`config.mk`:
```
export PLATFORM = sky130hd
export DESIGN_NAME = fdq_out_fifo
export DESIGN_NICKNAME = d
export VERILOG_FILES = /design/src/sv/fdq_pkg.sv /design/src/sv/fdq_out_fifo.sv
export VERILOG_INCLUDE_DIRS = /design/src /design/src/sv
export SDC_FILE = /design/constraint.sdc
export NUM_CORES = 1
export LEC_CHECK = 0
export BUFFER_PORTS_ARGS = -buffer_cell sky130_fd_sc_hd__clkbuf_2
export CORE_MARGIN = 2
export CORE_UTILIZATION = 24
export DETAILED_ROUTE_END_ITERATION = 8
export GPL_ROUTABILITY_DRIVEN = 0
export PLACE_DENSITY = 0.53
export SLEW_MARGIN = 5
export SYNTH_ARGS = -nofsm -noshare
export SYNTH_HDL_FRONTEND = slang
export SYNTH_SLANG_ARGS = --single-unit
```
`constraint.sdc`:
```
create_clock -name clk -period 1.6 [get_ports clk]
set_input_delay 0.08 -clock clk [delete_from_list [all_inputs] [get_ports clk]]
set_output_delay 0.08 -clock clk [all_outputs]
set_load 0.01 [all_outputs]
```
`src/sv/assert_macros.svh`:
```
`ifndef ASSERT_MACROS_SVH
`define ASSERT_MACROS_SVH

// same-cycle implication, disabled in reset
`define FDQ_ASSERT_IMP(lbl, ant, con) \
    lbl: assert property (@(posedge clk) disable iff (!rst_n) (ant) |-> (con)) \
        else $error("fdq assertion failed");

// next-cycle implication, disabled in reset
`define FDQ_ASSERT_NXT(lbl, ant, con) \
    lbl: assert property (@(posedge clk) disable iff (!rst_n) (ant) |=> (con)) \
        else $error("fdq assertion failed");

`endif

```
`src/sv/fdq_pkg.sv`:
```
package fdq_pkg;

    localparam int MAX_COLUMNS = 256;
    localparam int MAX_ROWS    = 128;
    localparam int COL_W       = $clog2(MAX_COLUMNS);
    localparam int ROW_W       = $clog2(MAX_ROWS);
    localparam int STORE_DEPTH = MAX_COLUMNS * MAX_ROWS;
    localparam int STORE_AW    = $clog2(STORE_DEPTH);

    localparam int CFG_INDEX_W = 1;
    localparam int CFG_DATA_W  = 9;
    localparam logic [CFG_INDEX_W-1:0] REG_FRAME_COLUMNS = 1'd0;
    localparam logic [CFG_INDEX_W-1:0] REG_FRAME_ROWS    = 1'd1;
    localparam logic [8:0] FRAME_COLUMNS_RESET = 9'd80;
    localparam logic [7:0] FRAME_ROWS_RESET    = 8'd24;

    localparam logic [2:0] COLOR_RED    = 3'd0;
    localparam logic [2:0] COLOR_YELLOW = 3'd2;
    localparam logic [2:0] COLOR_WHITE  = 3'd6;
    localparam int NUM_HUES = 6;
    localparam logic [15:0] HUE_CENTER [NUM_HUES] =
        '{16'd0, 16'd5994, 16'd3006, 16'd12006, 16'd16002, 16'd9000};
    localparam logic [7:0]  SAT_WHITE_LIMIT = 8'd40;
    localparam logic [16:0] DIST_START      = 17'd36200;

    localparam int FIFO_DEPTH = 4;
    localparam int FIFO_AW    = $clog2(FIFO_DEPTH);

    typedef struct packed {
        logic       changed;
        logic       cursor_jump;
        logic [7:0] cursor_row;
        logic [7:0] cursor_column;
        logic [2:0] color_index;
        logic [2:0] shade_level;
        logic       frame_end;
    } result_t;

endpackage

```
`src/sv/fdq_out_fifo.sv`:
```
module fdq_out_fifo (
    input  logic                    clk,
    input  logic                    rst_n,
    input  logic                    push,
    input  fdq_pkg::result_t        push_data,
    input  logic                    pop,
    output logic                    not_empty,
    output fdq_pkg::result_t        head,
    output logic [fdq_pkg::FIFO_AW:0] count
);
    import fdq_pkg::*;

    `include "assert_macros.svh"

    result_t            mem_reg [FIFO_DEPTH];
    logic [FIFO_AW-1:0] wr_ptr_reg;
    logic [FIFO_AW-1:0] rd_ptr_reg;
    logic [FIFO_AW:0]   count_reg;
    logic [FIFO_AW:0]   count_next;

    assign not_empty = (count_reg != '0);
    assign head      = mem_reg[rd_ptr_reg];
    assign count     = count_reg;

    always_comb
    begin
        count_next = count_reg;
        if (push && !pop)
        begin
            count_next = count_reg + 1'b1;
        end
        else if (pop && !push)
        begin
            count_next = count_reg - 1'b1;
        end
    end

    always_ff @(posedge clk or negedge rst_n)
    begin
        if (!rst_n)
        begin
            wr_ptr_reg <= '0;
            rd_ptr_reg <= '0;
            count_reg  <= '0;
        end
        else
        begin
            if (push)
            begin
                wr_ptr_reg <= wr_ptr_reg + 1'b1;
            end
            if (pop)
            begin
                rd_ptr_reg <= rd_ptr_reg + 1'b1;
            end
            count_reg <= count_next;
        end
    end

    always_ff @(posedge clk)
    begin
        if (push)
        begin
            mem_reg[wr_ptr_reg] <= push_data;
        end
    end

    `FDQ_ASSERT_IMP(a_no_overflow, push && !pop, count_reg < (FIFO_AW+1)'(FIFO_DEPTH))
    `FDQ_ASSERT_IMP(a_no_underflow, pop, count_reg != '0)

endmodule
```
==> results.tsv <==
metric	value	unit
port bufs	57	
final wirelength	7770	um
Syn Nets	199	
DR WL/cell	15.9	um
total number of vias	1945	
failing checks	negative setup slack	
core area	16500	um^2
crit-path max cell delay	0.51	ns
register bit total from synthesis	107	
Mapped Cells	164	
crit path kind	register to primary output	
Die Span X	134	um
First DRT Iteration DRCs	116	
final-report hold violation count	0	
Min Hold Slack	0.0313	ns
Crit. End Element	primary output	
Setup crit start kind	register	
Leakage	1.87	nW
slowest CP cell	mux4_2	
CTS tree	built	
chip height	134	um
# rows	47	
max reg flops	100	
hpwl dp	4800	um
DIE AREA	17900	um^2
PD cells	1710	nW/um^2
synth unique cells	18	
DRT Pass-1 Iters	6	
CTS sink cnt	107	
Max-slew headroom	73.1	%
Setup Viol. Count Final	25	
setup TNS	-3.19	ns
Final Util	32.0	%
DR DRC count	0	
Clock transition at path regs	0.07	ns
multi-input combinational cell area	766	um^2
design area	5290	um^2
register area	3180	um^2
Critical Path RT	1.52	ns
count of pins over their slew limit	0	
share of layout cells above drive strength 1	42.6	%
WP data arrival	1.67	ns
crit share post-route	109	%
post-synth top area cell	edfxtp_1	
CP Cell Sequence	buf_6 > mux4_2 > clkbuf_2	
largest cells by area after synthesis	edfxtp_1 (74%), mux4_2 (10%), mux4_1 (4.5%)	
Synth top area share	74.3	%
Worst-Skew Late Latency	0.34	ns
Initial Util	24.5	%
vias in the first global route	2159	
largest net degree at the start of global routing	27	
outcome	finished, violations left	
unrepaired setup endpoints after global routing	yes	
fin nets	300	
Filler Cell Count	1606	
clk buf depth	2	
Worst Tran Pin Value	0.403	ns
top cell family by delay on the critical path	multiplexers	
minimum clock period	1.75	ns
clk_skew	0.00523	ns
CP bufs+invs	2	
htree depth	3	
diodes inserted	0	
initial antenna violation count	0	
Vias/cell	3.97	
Final Worst Setup Slack	-0.146	ns
# IOs	58	
synthesized cell area	4040	um^2
Max-cap violations	0	
placed cell count	446	
Area Overhead vs Synth	30.8	%
DRT antenna net count	0	
placed instance area	4690	um^2
first-pass GRT wire length	12200	um
Ys Warns	0	
Max FO, Critical Path	5	
gr ovfl total	0	
syn avg cell area	24.7	um^2
gr usage total	9.41	%
Max Fclk	573	MHz
Seq/Total Area, Yosys	78.6	%
hold crit path type	primary input to register	
Finished Layout Cells	490	
maximum vdd drop	798	uV
CTS Root Cell	clkbuf_16	
CTS Buf Count	9	
-- layer usage --
layer	vias to the layer above	wire length (um)	global-route usage, %
li1	876	-	-
met1	1019	3470	11.4
met2	44	3820	15.5
met3	6	389	3.89
met4	0	89	2.66
met5	-	0	0
-- layout by cell type (no fill, tap or decap), types with 2 or more instances in the layout --
| master | instances |
|---|---|
| mux4_2 | 25 |
| ha_1 | 4 |
| buf_12 | 7 |
| clkbuf_1 | 2 |
| xor2_1 | 4 |
| nand2_1 | 2 |
| buf_6 | 3 |
| dlygate4sd3_1 | 26 |
| buf_4 | 5 |
| inv_1 | 4 |
| xnor2_1 | 2 |
| dfrtp_1 | 6 |
| clkbuf_2 | 54 |
| and2_2 | 3 |
| clkbuf_16 | 9 |
| edfxtp_1 | 100 |
-- cell families after synthesis --
family	count (synthesis)	synth area share, %
adders and majority gates	6	2.04
xor gates and xnor gates	6	1.30
DFF	107	78.6
AOI/OAI and AO/OA	1	0.124
buffers and inverters	10	2.01
and+or+nand+nor	8	1.05
muxes	26	14.9
-- power breakdown --
group / internal, mW / switching [mW] / leakage, nW / total [mW]
Combinational: 1.54 / 1.45 / 0.724 / 2.99
Sequential: 3.68 / 0.202 / 1.00 / 3.88
Clock: 1.26 / 0.902 / 0.143 / 2.16
-- area by class of cell --
| type | instances | area share [%] |
|---|---|---|
| Multi-Input combinational cell | 47 | 14.5 |
| Timing Repair Buffer | 96 | 14.3 |
| Clock inverter | 4 | 0.970 |
| Tap cell | 220 | 5.21 |
| Sequential cell | 107 | 60.1 |
| Inverter | 4 | 0.284 |
| Clock buffer | 12 | 4.66 |
-- metrics by stage --
| stage | setup WS [ns] | power (mW) |
|---|---|---|
| after global routing | -0.223 | 9.57 |
| after floorplan | 0.0471 | 5.61 |
| final | -0.146 | 9.03 |
| after CTS | -0.209 | 9.24 |
| after global placement | 0.0510 | 6.71 |
| after detailed placement | 0.0628 | 6.75 |
-- worst reg2reg max path: stages (launching register included) --
cell and delay, ns:
dfrtp_1 0.38, buf_4 0.15, inv_1 0.07, ha_1 0.13, and2_2 0.17, buf_4 0.22
-- Yosys cell counts, drive strengths merged --
library cell  count
fa                1
xnor2             2
mux4             25
o21ai             1
and2              4
mux2              1
edfxtp          100
or3               1
ha                5
dfrtp             7
nand2             2
inv               4
buf               6
xor2              4
nor2              1
-- what timing repair did --
item / 4_1_cts / 5_1_grt
endpoints found under the setup margin: 25 / 51
pin swaps: 0 / 1
hold buffers: 27 / 0
setup buffers: 2 / 0
cloned: 1 / 0
hold endpoints to repair: 108 / 0
gates resized for setup: 10 / 9
-- worst paths after layout --
check                      slack [ns]          start  depth (start not counted)              to
setup / recovery                -0.15  rd_ptr_reg[0]                          3        head[15]
hold / removal                   0.03           push                          2   wr_ptr_reg[0]
setup reg to reg                 0.17  wr_ptr_reg[0]                          5  mem_reg[0][14]
hold reg to reg                  0.49       count[2]                          1        count[2]
max in group asynchronous        1.31          rst_n                          2   rd_ptr_reg[0]
min in group asynchronous        0.10          rst_n                          2        count[2]
(Power assumes the default switching activity.)
